`config.mk`:
```
export PLATFORM = sky130hd
export DESIGN_NAME = layer_age_limit_calc_unit
export DESIGN_NICKNAME = d
export VERILOG_FILES = /design/src/hw/rtl/lalc_pkg.sv /design/src/hw/rtl/lalc_dp.sv /design/src/hw/rtl/lalc_seq.sv /design/src/hw/rtl/layer_age_limit_calc_unit.sv
export SDC_FILE = /design/constraint.sdc
export NUM_CORES = 1
export LEC_CHECK = 0
export ABC_AREA = 1
export ABC_CLOCK_PERIOD_IN_PS = 4100
export BUFFER_PORTS_ARGS = -buffer_cell sky130_fd_sc_hd__clkbuf_2
export CAP_MARGIN = 15
export CORE_MARGIN = 1
export CORE_UTILIZATION = 25
export CTS_CLUSTER_DIAMETER = 50
export CTS_CLUSTER_SIZE = 30
export DETAILED_ROUTE_END_ITERATION = 8
export PLACE_DENSITY = 0.4
export REMOVE_ABC_BUFFERS = 1
export SLEW_MARGIN = 30
export SYNTH_ARGS = -nofsm -noshare
export SYNTH_HDL_FRONTEND = slang
export SYNTH_SLANG_ARGS = --single-unit
```
`constraint.sdc`:
```
create_clock -name clk -period 4.1 [get_ports clk]
set_clock_uncertainty 0.1 [all_clocks]
set_input_delay 0.615 -clock clk [delete_from_list [all_inputs] [get_ports clk]]
set_output_delay 0.615 -clock clk [all_outputs]
set_load 0.02 [all_outputs]
```
`src/hw/rtl/lalc_pkg.sv`:
```
// ----------------------------------------------------------------------------
// lalc_pkg
// Shared types and constants of the layer age limit calculator: field widths,
// scheme codes, iteration modes and the structs between sequencer, datapath
// and top level.
// ----------------------------------------------------------------------------
`default_nettype none

package lalc_pkg;

  // field widths
  localparam int LAYER_W  = 5;
  localparam int GAP_W    = 10;
  localparam int SCHEME_W = 4;
  localparam int AGE_W    = 31;
  localparam int CFG_W    = GAP_W;

  // accumulator wide enough for the exact value: gap times up to 2^31, plus carry
  localparam int ACC_W    = GAP_W + ((1 << LAYER_W) - 1) + 1;

  // multiplier operand of the shift-add mode (square of a layer index)
  localparam int MUL_W    = 2 * LAYER_W;

  // iteration count, one step per layer at most
  localparam int CNT_W    = LAYER_W;

  localparam int NUM_LAYERS_DEF = 32;

  // configuration register indexes
  localparam logic CFG_IDX_SCHEME = 1'b0;
  localparam logic CFG_IDX_GAP    = 1'b1;

  localparam logic [SCHEME_W-1:0] SCHEME_RESET = '0;
  localparam logic [GAP_W-1:0]    GAP_RESET    = GAP_W'(1);

  // aging schemes
  typedef enum logic [SCHEME_W-1:0] {
    SCH_LINEAR  = 4'd0,
    SCH_LINEAR1 = 4'd1,
    SCH_POLY1   = 4'd2,
    SCH_POLY2   = 4'd3,
    SCH_EXP     = 4'd4,
    SCH_EXP2    = 4'd5,
    SCH_EXP3    = 4'd6,
    SCH_FIB     = 4'd7,
    SCH_FIB1    = 4'd8
  } scheme_t;

  // what one step of the shared adder does
  typedef enum logic [1:0] {
    MODE_ADD,   // b = b + a, a holds the gap
    MODE_MUL,   // b = b + (m[0] ? a : 0), a doubles, m halves
    MODE_DBL,   // b = b + b
    MODE_FIB    // b = b + a, a takes old b
  } mode_t;

  typedef enum logic [1:0] {
    ST_IDLE,
    ST_RUN,
    ST_DONE
  } state_t;

  // sequencer to datapath
  typedef struct packed {
    logic             load;
    logic             step;
    mode_t            mode;
    logic             dec;
    logic [ACC_W-1:0] init_a;
    logic [ACC_W-1:0] init_b;
    logic [MUL_W-1:0] init_m;
  } dp_ctl_t;

  // sequencer status to top level
  typedef struct packed {
    logic busy;
    logic finish;
    logic bad;
  } seq_stat_t;

endpackage

`default_nettype wire

```
`src/hw/rtl/lalc_dp.sv`:
```
// ----------------------------------------------------------------------------
// lalc_dp
// Datapath: operand registers and the one shared adder that every scheme
// iterates on, plus the saturation check of the final value.
// ----------------------------------------------------------------------------
`default_nettype none

module lalc_dp
  import lalc_pkg::*;
(
  input  wire logic            clk,
  input  wire dp_ctl_t         ctl,
  output logic [AGE_W-1:0]     age,
  output logic                 sat
);

  logic [ACC_W-1:0] a;
  logic [ACC_W-1:0] b;
  logic [MUL_W-1:0] m;
  logic [ACC_W-1:0] opx;
  logic [ACC_W-1:0] opy;
  logic [ACC_W-1:0] sum;

  // operand selection for the shared adder
  always_comb begin
    opx = b;
    case (ctl.mode)
      MODE_ADD: opy = a;
      MODE_MUL: opy = m[0] ? a : '0;
      MODE_DBL: opy = b;
      MODE_FIB: opy = a;
      default:  opy = '0;
    endcase
  end

  // shared adder, optional minus one
  assign sum = opx + opy + {ACC_W{ctl.dec}};

  // operand registers
  always_ff @(posedge clk) begin
    if (ctl.load) begin
      a <= ctl.init_a;
      b <= ctl.init_b;
      m <= ctl.init_m;
    end else if (ctl.step) begin
      b <= sum;
      case (ctl.mode)
        MODE_MUL: begin
          a <= {a[ACC_W-2:0], 1'b0};
          m <= {1'b0, m[MUL_W-1:1]};
        end
        MODE_FIB: begin
          a <= b;
        end
        default: begin
          a <= a;
        end
      endcase
    end
  end

  // saturate above 2^31-1
  assign sat = |b[ACC_W-1:AGE_W];
  assign age = sat ? {AGE_W{1'b1}} : b[AGE_W-1:0];

endmodule

`default_nettype wire

```
`src/hw/rtl/lalc_seq.sv`:
```
// ----------------------------------------------------------------------------
// lalc_seq
// Sequencer: turns scheme, gap and layer into a start value, a step mode and
// a step count, then runs the shared adder for that many steps.
// ----------------------------------------------------------------------------
`default_nettype none

module lalc_seq
  import lalc_pkg::*;
#(
  parameter int NUM_LAYERS = NUM_LAYERS_DEF
) (
  input  wire logic                clk,
  input  wire logic                rst,
  input  wire logic                start,
  input  wire logic [LAYER_W-1:0]  layer,
  input  wire logic [SCHEME_W-1:0] scheme,
  input  wire logic [GAP_W-1:0]    gap,
  output dp_ctl_t                  ctl,
  output seq_stat_t                stat
);

  localparam logic [LAYER_W+1:0] LAST_LAYER = (LAYER_W + 2)'(NUM_LAYERS - 1);

  state_t             state;
  state_t             state_next;
  logic [CNT_W-1:0]   cnt;
  logic [CNT_W-1:0]   cnt_next;
  mode_t              mode;
  logic               dec;
  logic               bad;
  logic               step;

  logic [LAYER_W-1:0] lay;
  logic [MUL_W-1:0]   sq;
  logic [ACC_W-1:0]   g_w;
  logic               load;

  mode_t              plan_mode;
  logic               plan_dec;
  logic               plan_bad;
  logic [CNT_W-1:0]   plan_n;
  logic [ACC_W-1:0]   plan_a;
  logic [ACC_W-1:0]   plan_b;
  logic [MUL_W-1:0]   plan_m;

  // layer beyond the count is clamped to the last layer
  assign lay = ({2'b00, layer} > LAST_LAYER) ? LAST_LAYER[LAYER_W-1:0] : layer;
  assign sq  = MUL_W'(lay) * MUL_W'(lay);
  assign g_w = ACC_W'(gap);

  // per-scheme start values and step plan
  always_comb begin
    plan_mode = MODE_ADD;
    plan_dec  = 1'b0;
    plan_bad  = 1'b0;
    plan_n    = lay;
    plan_a    = g_w;
    plan_b    = g_w;
    plan_m    = '0;
    case (scheme_t'(scheme))
      SCH_LINEAR: begin
        plan_mode = MODE_ADD;
      end
      SCH_LINEAR1: begin
        plan_dec = 1'b1;
      end
      SCH_POLY1: begin
        plan_mode = MODE_MUL;
        plan_n    = CNT_W'(MUL_W);
        plan_b    = '0;
        case (lay)
          LAYER_W'(0): plan_m = MUL_W'(1);
          LAYER_W'(1): plan_m = MUL_W'(2);
          default:     plan_m = sq;
        endcase
      end
      SCH_POLY2: begin
        plan_mode = MODE_MUL;
        plan_n    = CNT_W'(MUL_W);
        case (lay)
          LAYER_W'(0): begin
            plan_m = MUL_W'(1);
            plan_b = (gap > GAP_W'(1)) ? ACC_W'(2) : '0;
          end
          LAYER_W'(1): begin
            plan_m = MUL_W'(2);
            plan_b = ACC_W'(1);
          end
          LAYER_W'(2): begin
            plan_m = MUL_W'(4);
            plan_b = '0;
          end
          LAYER_W'(3): begin
            plan_m = MUL_W'(8);
            plan_b = '0 - ACC_W'(1);
          end
          LAYER_W'(4): begin
            plan_m = MUL_W'(16);
            plan_b = '0 - ACC_W'(3);
          end
          default: begin
            plan_m = sq;
            plan_b = '0;
          end
        endcase
      end
      SCH_EXP: begin
        plan_mode = MODE_DBL;
      end
      SCH_EXP2, SCH_EXP3: begin
        plan_mode = MODE_DBL;
        plan_dec  = 1'b1;
      end
      SCH_FIB: begin
        plan_mode = MODE_FIB;
      end
      SCH_FIB1: begin
        plan_mode = MODE_FIB;
        plan_dec  = 1'b1;
        // small gaps start with b already above two
        if (lay != '0) begin
          if (gap == GAP_W'(1)) begin
            plan_a = ACC_W'(2);
            plan_b = ACC_W'(3);
          end else if (gap == GAP_W'(2)) begin
            plan_a = ACC_W'(2);
            plan_b = ACC_W'(4);
          end
        end
      end
      default: begin
        plan_bad = 1'b1;
        plan_n   = '0;
        plan_b   = '0;
      end
    endcase
  end

  assign load = start && (state == ST_IDLE);

  // state and control registers
  always_ff @(posedge clk) begin
    if (rst) begin
      state <= ST_IDLE;
      cnt   <= '0;
      mode  <= MODE_ADD;
      dec   <= 1'b0;
      bad   <= 1'b0;
    end else begin
      state <= state_next;
      cnt   <= cnt_next;
      if (load) begin
        mode <= plan_mode;
        dec  <= plan_dec;
        bad  <= plan_bad;
      end
    end
  end

  // next state and step control
  always_comb begin
    state_next = state;
    cnt_next   = cnt;
    step       = 1'b0;
    case (state)
      ST_IDLE: begin
        if (start) begin
          cnt_next   = plan_n;
          state_next = (plan_n == '0) ? ST_DONE : ST_RUN;
        end
      end
      ST_RUN: begin
        step = 1'b1;
        if (cnt == CNT_W'(1)) begin
          state_next = ST_DONE;
        end else begin
          cnt_next = cnt - CNT_W'(1);
        end
      end
      ST_DONE: begin
        state_next = ST_IDLE;
      end
      default: begin
        state_next = ST_IDLE;
      end
    endcase
  end

  // datapath control
  always_comb begin
    ctl.load   = load;
    ctl.step   = step;
    ctl.mode   = mode;
    ctl.dec    = dec;
    ctl.init_a = plan_a;
    ctl.init_b = plan_b;
    ctl.init_m = plan_m;
  end

  // status to the top level
  always_comb begin
    stat.busy   = (state != ST_IDLE);
    stat.finish = (state == ST_DONE);
    stat.bad    = bad;
  end

endmodule

`default_nettype wire

```
`src/hw/rtl/layer_age_limit_calc_unit.sv`:
```
// ----------------------------------------------------------------------------
// layer_age_limit_calc_unit
// Maximum age of one layer of an age-layered population.
//
// A request is taken at a clock edge with start high and busy low; layer
// gives the layer index. The result (max_age, overflow, invalid_scheme) is
// shown for exactly one cycle with done high; it cannot be held off.
// The config channel (cfg_valid/cfg_ready, cfg_index, cfg_data) writes the
// aging scheme (index 0) and the age gap (index 1); cfg_ready is always high.
// The user makes writes only while no request is in flight; the block itself
// does not enforce it. A request runs the sequencer from idle through n steps
// of the shared adder and a done state back to idle, where the next start
// can be taken; done is registered from the done state. n is the clamped
// layer index (0 to 31) for the linear, doubling and Fibonacci schemes, 10
// for the polynomial schemes (one shift-add step per multiplier bit) and 0
// for an unknown scheme. n is the number of passes through the one shared
// adder of the datapath. A new request is taken while done is still shown.
// Reset clears the sequencer, drops done and sets scheme linear, gap 1.
// ----------------------------------------------------------------------------
`default_nettype none

module layer_age_limit_calc_unit
  import lalc_pkg::*;
#(
  parameter int NUM_LAYERS = NUM_LAYERS_DEF
) (
  input  wire logic               clk,
  input  wire logic               rst,
  input  wire logic               start,
  output logic                    busy,
  input  wire logic [LAYER_W-1:0] layer,
  input  wire logic               cfg_valid,
  output logic                    cfg_ready,
  input  wire logic               cfg_index,
  input  wire logic [CFG_W-1:0]   cfg_data,
  output logic                    done,
  output logic [AGE_W-1:0]        max_age,
  output logic                    overflow,
  output logic                    invalid_scheme
);

  logic [SCHEME_W-1:0] scheme_reg;
  logic [GAP_W-1:0]    age_gap;
  logic [GAP_W-1:0]    gap_eff;
  dp_ctl_t             ctl;
  seq_stat_t           stat;
  logic [AGE_W-1:0]    age;
  logic                sat;

  assign cfg_ready = 1'b1;

  // configuration registers
  always_ff @(posedge clk) begin
    if (rst) begin
      scheme_reg <= SCHEME_RESET;
      age_gap    <= GAP_RESET;
    end else if (cfg_valid && cfg_ready) begin
      case (cfg_index)
        CFG_IDX_SCHEME: scheme_reg <= cfg_data[SCHEME_W-1:0];
        CFG_IDX_GAP:    age_gap    <= cfg_data[GAP_W-1:0];
        default:        scheme_reg <= scheme_reg;
      endcase
    end
  end

  // zero gap counts as one
  assign gap_eff = (age_gap == '0) ? GAP_W'(1) : age_gap;

  lalc_seq #(
    .NUM_LAYERS (NUM_LAYERS)
  ) u_seq (
    .clk    (clk),
    .rst    (rst),
    .start  (start),
    .layer  (layer),
    .scheme (scheme_reg),
    .gap    (gap_eff),
    .ctl    (ctl),
    .stat   (stat)
  );

  lalc_dp u_dp (
    .clk (clk),
    .ctl (ctl),
    .age (age),
    .sat (sat)
  );

  assign busy = stat.busy;

  // result register, strobe for one cycle
  always_ff @(posedge clk) begin
    if (rst) begin
      done <= 1'b0;
    end else begin
      done <= stat.finish;
    end
  end

  always_ff @(posedge clk) begin
    if (stat.finish) begin
      max_age        <= stat.bad ? '0 : age;
      overflow       <= !stat.bad && sat;
      invalid_scheme <= stat.bad;
    end
  end

endmodule

`default_nettype wire
```
==> results by group, run 1 <==
Power
  – Peak supply drop: 0.236 mV
  – Leak Pwr: 6.93 nW
  – Power, Total: 11.6 mW
  – PD cells: 813 nW/um^2

Timing
  – Final setup fails: 0
  – Worst hold slack: 0.254 ns
  – Relative slew margins: 0.465
  – Minimum clock period: 3.82 ns
  – Fmax: 262 MHz
  – Unrepaired setup endpoints after global routing: no
  – Hold Vio Cnt, Final: 0
  – Slew @ Worst Pin: 0.801 ns
  – Final max-slew violation count: 0
  – Fin crit share: 0.933

Finish
  – Nets@finish: 1,851
  – Final Instance Area: 14,200 um^2
  – Layout Utilization: 0.291
  – N_diodes: 0
  – # fillers: 5,428
  – Non-Filler Instances: 2,409
  – Area grow syn2layout: 14.7%
  – Largest regs: u_dp.a x42, u_dp.b x42, max_age x31
  – Fraction of layout cells with a size suffix above 1: 0.0980

Die
  – Die H: 225 um
  – Ports: 56
  – Starting Density: 0.253
  – Horiz. Die Dim: 225 um
  – Core Area: 48,800 um^2
  – Cell Rows: 81
  – Die area: 50,400 um^2

Global route
  – Initial antenna violation count: 1
  – Global-route wire length before repair: 59.1 mm
  – GRT Util Overall: 0.152
  – Grt ovf: 0
  – Vias in the first global route: 10,634
  – Largest net degree at the start of global routing: 93

Routing
  – Final antenna-violating net count: 0
  – Max layer used: met4
  – DR WL/cell: 15.2 um
  – Vias: 10,564
  – Met3 wire length: 1.06 mm
  – Final Routed Wirelength: 36.7 mm
  – M1 wire length: 18.4 mm
  – DR WL met2: 16.7 mm
  – Vias per cell: 4.39
  – Iter 0 DRT Violations: 517
  – Number of detailed-route iterations in the first pass: 5
  – Residual DRC: 0

Logic synthesis
  – Top cell type's share of synthesized area: 0.308
  – Most used flip-flop cell after synthesis: edfxtp_1
  – Cell Area, Synth: 12,400 um^2
  – Top cells by area, synth: edfxtp_1, nand2_1, inv_1
  – Synthesized area per cell: 7.35 um^2
  – Ys async rst share: 0
  – Seq/Total Area, Yosys: 0.350
  – Yosys reg bits: 153
  – Cell variety after synth: 52
  – Cell type with the largest total area after synthesis: edfxtp_1
  – Synth Instances: 1,683
  – Number of flops mapped to enable cells by yosys: 127
  – YS warnings: 0

Placed design
  – Placed Area: 13,600 um^2
  – Post-placement cell count: 2,377
  – PortBufs: 54
  – GPL Wtd Cong: 0.900
  – Final HPWL DP: 27.5 mm

CTS
  – Clock sinks: 153
  – # H-tree levels: 4
  – Clk slew on worst S/H paths: 0.07 ns
  – Hold-fix buffers, CTS: 0
  – Clk buf depth: 2
  – CTS Buf Count: 17
  – Root buffer cell: clkbuf_16
  – Skew-Pair Late Insertion Delay: 0.49 ns
  – CTS tree: done

Setup path
  – Critical Path RT: 4.22 ns
  – Crit path launch type: flop
  – R2r setup slk: 0.28 ns
  – Setup crit end kind: flop
  – Crit path max fanout: 17
  – Critical Path AT: 3.95 ns
  – Setup CP Type: flop to flop

Status
  – Outcome: complete, no violations

Worst hold path
  – Hold Crit Class: primary input to flop

Run
  – Max-Cap Viols: 0
[path summary, 6_finish.rpt]
kind / start / end / cells past startpoint
worst max-delay path: u_seq.mode[0] / u_dp.b[33] / 20
worst min register to register: u_seq.cnt[4] / u_seq.cnt[4] / 2
worst min-delay path: cfg_data[0] / age_gap[0] / 3
worst max register to register: u_seq.mode[0] / u_dp.b[33] / 20
[Yosys cell counts, types with 26 or more instances]
| library cell | count |
|---|---|
| o21ai_0 | 115 |
| inv_1 | 358 |
| o22ai_1 | 38 |
| a22oi_1 | 39 |
| ha_1 | 55 |
| a21oi_1 | 109 |
| edfxtp_1 | 127 |
| fa_1 | 44 |
| nor2_1 | 97 |
| nand3_1 | 46 |
| dfxtp_1 | 26 |
| nand2_1 | 446 |
| clkbuf_1 | 28 |
[area by class of cell]
| cell class | count | area [um^2] | share of cell area |
|---|---|---|---|
| multi-input combinational | 1111 | 6460 | 0.455 |
| sequential | 153 | 4330 | 0.305 |
| inverter | 364 | 1370 | 0.0963 |
| tap | 664 | 831 | 0.0585 |
| timing repair buffer | 85 | 602 | 0.0424 |
| clock buffer | 20 | 489 | 0.0344 |
| clock inverter | 12 | 113 | 0.00793 |
[layer usage]
metal  vias up  global-route usage
met4         0              0.0507
met5         -                   0
met2       143               0.246
met1      4903               0.206
li1       5494                   -
met3        24              0.0255
[critical path, cell delays in order (launching register included)]
cell      delay, ns
dfxtp_1        0.37
inv_1          0.08
ha_1           0.31
inv_2          0.07
buf_12         0.15
o22ai_1        0.14
a22oi_1        0.10
fa_1           0.49
inv_1          0.04
ha_1           0.21
fa_1           0.39
nand2_1        0.11
nand2_1        0.09
nand3_1        0.11
nand2_2        0.12
nand2_1        0.10
nand3_2        0.16
nand2_1        0.16
nand3b_1       0.09
nand3_1        0.10
nand2_1        0.07
[repair_timing]
item                       CTS  global route
setup endpoints to repair    0             7
resized for setup            0             9
hold endpoints to repair     0             0
setup buffers                0             0
[cells by family after synthesis]
family,share of synthesized area
and+or+nand+nor,0.217
buffers and inverters,0.132
AOI/OAI and AO/OA,0.162
DFF,0.350
adders and majority gates,0.127
xor gates and xnor gates,0.0120
other,0.000303
[cells in the final DEF (no fill, tap or decap), types with 3 or more instances in the layout]
cell type / netlist / layout
nand2_1: 446 / 443
inv_1: 358 / 355
edfxtp_1: 127 / 127
o21ai_0: 115 / 114
a21oi_1: 109 / 109
nor2_1: 97 / 96
clkbuf_2: 0 / 54
ha_1: 55 / 53
nand3_1: 46 / 46
fa_1: 44 / 44
a22oi_1: 39 / 39
o22ai_1: 38 / 38
dfxtp_1: 26 / 26
buf_4: 3 / 21
clkbuf_16: 0 / 19
nor3_1: 10 / 10
nor2_2: 9 / 9
nand2_2: 7 / 9
xor2_1: 9 / 9
a31oi_1: 10 / 9
xnor2_1: 8 / 8
nand4_1: 8 / 8
nand3b_1: 7 / 7
buf_12: 0 / 7
inv_2: 4 / 6
nand3_2: 6 / 6
clkinv_4: 0 / 6
o211ai_1: 5 / 5
o21bai_1: 5 / 5
o21ai_2: 4 / 5
nor2_4: 3 / 4
clkinv_2: 0 / 4
or2_2: 4 / 4
nand2_4: 2 / 3
o31ai_1: 3 / 3
buf_6: 4 / 3
[power by group]
part	total (mW)	switching [mW]	internal [mW]
Sequential	2.59	0.245	2.34
Combinational	7.30	4.84	2.46
Clock	1.66	0.738	0.926
[stage by stage]
step,setup slack (ns),TNS (ns)
3_5_place_dp,0.192,0
5_1_grt,0.00570,0
6_report,0.276,0
4_1_cts,0.151,0
2_1_floorplan,-1.68,-86.80
3_3_place_gp,0.205,0
Note: power is estimated with default switching activity, not from simulation.
==> run 2, diff against run 1 <==
--- a/config.mk
+++ b/config.mk
@@ -11,2 +11,4 @@
 export CAP_MARGIN = 15
+export CELL_PAD_IN_SITES_DETAIL_PLACEMENT = 0
+export CELL_PAD_IN_SITES_GLOBAL_PLACEMENT = 2
 export CORE_MARGIN = 1
@@ -16,3 +18,3 @@
 export DETAILED_ROUTE_END_ITERATION = 8
-export PLACE_DENSITY = 0.4
+export PLACE_DENSITY = 0.6
 export REMOVE_ABC_BUFFERS = 1
==> constraint.sdc (replaced) <==
create_clock -name clk -period 4.1 [get_ports clk]
set_clock_uncertainty 0.1 [all_clocks]
set_input_delay 0 -clock clk [delete_from_list [all_inputs] [get_ports clk]]
set_output_delay 0 -clock clk [all_outputs]
set_load 0.02 [all_outputs]
==> results by group, run 2 (same netlist as run 1, synthesis figures left out) <==
Die
  – Ports: 56
  – Horiz. Die Dim: 225 um
  – Die H: 225 um
  – Starting Density: 0.253
  – Die area: 50,400 um^2
  – Core Area: 48,800 um^2
  – Cell Rows: 81

Timing
  – Setup tns final: 0 ns
  – Final max-slew violation count: 0
  – Final setup fails: 0
  – Relative slew margins: 0.408
  – Unrepaired setup endpoints after global routing: no
  – Fin crit share: 0.923
  – Setup ws final: 0.314 ns
  – Worst hold slack: 0.0356 ns
  – Slew @ Worst Pin: 0.887 ns
  – Fmax: 264 MHz
  – Hold Vio Cnt, Final: 0
  – Minimum clock period: 3.79 ns

Placed design
  – Post-placement cell count: 2,376
  – Placed Area: 13,600 um^2
  – PortBufs: 54
  – Final HPWL DP: 30.1 mm
  – Pre-CTS setup slack: 0.225 ns
  – GPL Wtd Cong: 0.840

Global route
  – Vias in the first global route: 10,860
  – Grt ovf: 0
  – GRT Util Overall: 0.167
  – Global-route wire length before repair: 63.2 mm
  – Initial antenna violation count: 0
  – Largest net degree at the start of global routing: 52

Setup path
  – Crit path max fanout: 20
  – Setup crit end kind: flop
  – Setup CP Type: flop to flop
  – Critical Path AT: 3.91 ns
  – Critical Path RT: 4.23 ns
  – Crit path launch type: flop

Power
  – PD cells: 818 nW/um^2
  – Power, Total: 11.8 mW
  – Peak supply drop: 0.338 mV
  – Leak Pwr: 7.00 nW

Finish
  – Nets@finish: 1,869
  – Commonest non-fill, non-tap cell in the layout: nand2_1
  – Area grow syn2layout: 16.1%
  – Final Instance Area: 14,400 um^2
  – Largest regs: u_dp.a x42, u_dp.b x42, max_age x31
  – Most frequent cells in the layout: nand2_1, inv_1, edfxtp_1
  – Fraction of layout cells with a size suffix above 1: 0.0964
  – N_diodes: 0
  – Non-Filler Instances: 2,427
  – Layout Utilization: 0.294

CTS
  – Skew-Pair Late Insertion Delay: 0.49 ns
  – CTS Buf Count: 17
  – Clk buf depth: 2
  – Clock sinks: 153
  – CTS tree: done
  – Clk slew on worst S/H paths: 0.07 ns
  – Root buffer cell: clkbuf_16
  – # H-tree levels: 4

Routing
  – Vias: 10,699
  – Final Routed Wirelength: 40.1 mm
  – Number of detailed-route iterations in the first pass: 7
  – Residual DRC: 0
  – DR WL/cell: 16.5 um
  – Final antenna-violating net count: 0
  – Vias per cell: 4.41
  – Iter 0 DRT Violations: 579

Status
  – Outcome: complete, no violations

Worst hold path
  – Hold Crit Class: primary input to flop

Run
  – Max-Cap Viols: 0
[run 2: critical path, cell delays in order, from the launching register on]
cell and delay (ns):
dfxtp_1 0.33, inv_1 0.08, ha_1 0.26, nand2_1 0.08, inv_1 0.17, buf_12 0.20, a22oi_1 0.12, fa_1 0.48
inv_1 0.04, ha_1 0.35, nand2_1 0.19, inv_1 0.06, nand2_1 0.06, nand2_1 0.07, a21oi_1 0.27, nand3_2 0.20
nand2_1 0.18, nand3b_1 0.09, nand3_1 0.10, nand2_1 0.07
[run 2: area by class of cell]
cell class,count,area (um^2)
sequential,153,4330
clock buffer,18,450
multi-input combinational,1111,6470
clock inverter,14,124
tap,664,831
fill,5487,34500
inverter,364,1370
timing repair buffer,103,790
[run 2: where the power goes]
part           switching, mW  internal [mW]  total [mW]
combinational           5.04           2.48        7.52
clock                  0.810          0.834        1.64
sequential             0.250           2.34        2.59
total                   6.10           5.66        11.8
[run 2: worst paths after layout]
kind                      start           end  cells after the start  slack, ns
setup reg to reg  u_seq.mode[1]    u_dp.b[34]                     19       0.31
hold / removal        cfg_valid    age_gap[3]                      3       0.04
setup / recovery  u_seq.mode[1]    u_dp.b[34]                     19       0.31
hold reg to reg    u_seq.cnt[4]  u_seq.cnt[4]                      2       0.41
[run 2: layer usage]
| layer | GRT usage | share of wire | vias up |
|---|---|---|---|
| li1 | - | - | 5540 |
| met1 | 0.222 | 0.49 | 4993 |
| met2 | 0.275 | 0.47 | 136 |
| met3 | 0.0283 | 0.025 | 30 |
| met4 | 0.0522 | 0.016 | 0 |
| met5 | 0 | 0 | - |
[run 2: repair_timing]
action | 4_1_cts | 5_1_grt
endpoints found under the hold margin | 29 | 0
setup endpoints to repair | 0 | 14
buffers inserted | 0 | 0
resized for setup | 0 | 8
hold buffers | 19 | 0
==> run 3, diff against run 2 <==
- PLACE_DENSITY: 0.6 -> default
- PLACE_DENSITY_LB_ADDON: default -> 0.1
==> results by group, run 3 (same netlist as run 1, synthesis figures left out) <==
Die
  – Starting Density: 0.253
  – Die area: 50,400 um^2
  – Cell Rows: 81
  – Die H: 225 um
  – Ports: 56
  – Core Area: 48,800 um^2
  – Horiz. Die Dim: 225 um

Finish
  – Non-Filler Instances: 2,435
  – Final Instance Area: 14,500 um^2
  – Largest regs: u_dp.a x42, u_dp.b x42, max_age x31
  – Area occupied by multi-input gates: 6510 um^2
  – Most frequent cells in the layout: nand2_1, inv_1, edfxtp_1
  – N_diodes: 0
  – Commonest non-fill, non-tap cell in the layout: nand2_1
  – Storage cell area: 4330 um^2
  – # fillers: 5,531
  – Nets@finish: 1,877
  – Area grow syn2layout: 17.0%
  – Fraction of layout cells with a size suffix above 1: 0.105

Placed design
  – GPL Wtd Cong: 0.801
  – Final HPWL DP: 30.9 mm
  – Post-placement cell count: 2,382
  – Placed Area: 13,600 um^2
  – Pre-CTS setup slack: 0.0689 ns
  – PortBufs: 54

Routing
  – Vias per cell: 4.43
  – Iter 0 DRT Violations: 533
  – DR WL/cell: 16.9 um
  – Final Routed Wirelength: 41.0 mm
  – Residual DRC: 2
  – Number of detailed-route iterations in the first pass: 7
  – Final antenna-violating net count: 0
  – Vias: 10,781

Global route
  – Largest net degree at the start of global routing: 59
  – Global-route wire length before repair: 65.3 mm
  – Initial antenna violation count: 0
  – Grt ovf: 0
  – GRT Util Overall: 0.172
  – Vias in the first global route: 11,154

Status
  – Outcome: finished with violations
  – Failing checks: DRC

Timing
  – Slew @ Worst Pin: 0.918 ns
  – Fmax: 260 MHz
  – Minimum clock period: 3.84 ns
  – Unrepaired setup endpoints after global routing: no
  – Final max-slew violation count: 0
  – Hold Vio Cnt, Final: 0
  – Relative slew margins: 0.388
  – Final setup fails: 0
  – Fin crit share: 0.937
  – Setup ws final: 0.258 ns

Power
  – Peak supply drop: 0.262 mV
  – PD cells: 834 nW/um^2
  – Leak Pwr: 7.07 nW

CTS
  – Clk slew on worst S/H paths: 0.07 ns
  – CTS tree: done
  – # H-tree levels: 4
  – Root buffer cell: clkbuf_16
  – Clk buf depth: 2
  – Clock sinks: 153
  – Skew-Pair Late Insertion Delay: 0.49 ns
  – CTS Buf Count: 17

Setup path
  – Crit path max fanout: 15
  – Setup crit end kind: flop
  – Crit path launch type: flop
  – Setup CP Type: flop to flop
  – Critical Path AT: 3.96 ns
  – Critical Path RT: 4.22 ns

Worst hold path
  – Hold Crit Class: primary input to flop

Run
  – Max-Cap Viols: 0
-- run 3: cell types whose count changed in the layout (fill, tap and decap cells not counted), sizes merged --
cell,previous run,this run
buf,30,37
clkbuf,72,77
dlygate4sd3,19,20
clkinv,7,6
inv,371,367
-- run 3: per-stage QoR --
stage               TNS, ns  hold slack [ns]   util  total power, mW
floorplan            -74.01          -0.0309      -             7.77
global placement          0            0.141  0.278             10.5
detailed placement        0            0.158  0.278             10.4
CTS                       0           0.0109  0.295             12.2
global route              0           0.0494  0.296             13.4
finish                    0           0.0409  0.296             12.1
-- run 3: metal layers --
metal / routed length (um) / part of all wire / track usage / up-vias
met3: 1030 / 0.025 / 0.0286 / 35
met5: 0 / 0 / 0 / -
met2: 19300 / 0.47 / 0.285 / 145
li1: - / - / - / 5551
met1: 20000 / 0.49 / 0.227 / 5050
met4: 761 / 0.019 / 0.0592 / 0
-- run 3: cell type report --
| class | count | share of cell area |
|---|---|---|
| multi-input cells | 1111 | 0.449 |
| repair buffers | 111 | 0.0568 |
| clock buffers | 23 | 0.0382 |
| inverters | 364 | 0.0944 |
| flip-flops and latches | 153 | 0.299 |
| well taps | 664 | 0.0574 |
| clock inverters | 9 | 0.00458 |
-- run 3: final timing paths --
kind / from / endpoint / slack (ns) / depth (start not counted)
min reg2reg: u_seq.cnt[4] / u_seq.cnt[4] / 0.40 / 2
max: u_seq.mode[0] / u_dp.b[34] / 0.26 / 18
max reg2reg: u_seq.mode[0] / u_dp.b[34] / 0.26 / 18
min: layer[2] / u_seq.state[0] / 0.04 / 5
-- run 3: where the power goes --
part           internal, mW  total, mW  leakage, nW  switching [mW]
Sequential             2.34       2.59         1.44           0.247
Clock                 0.959       1.72        0.312           0.761
Combinational          2.60       7.76         5.32            5.17
-- run 3: critical path, cell delays in order, from the launching register on --
cell and delay (ns):
dfxtp_1 0.37, inv_1 0.08, ha_1 0.31, inv_2 0.07, buf_6 0.17, o22ai_1 0.12, a22oi_1 0.10, fa_1 0.51
inv_1 0.05, ha_1 0.42, nand2_1 0.14, o21ai_0 0.53, a21oi_2 0.13, nor2_1 0.16, nor2_1 0.07, nand2_1 0.08
nand2_1 0.05, nand3_1 0.06, nand2_1 0.06
-- run 3: timing repair --
item / CTS / global route
hold endpoints to repair: 24 / 0
buffers inserted: 0 / 1
hold buffers: 20 / 0
setup endpoints to repair: 0 / 19
resized for setup: 0 / 21
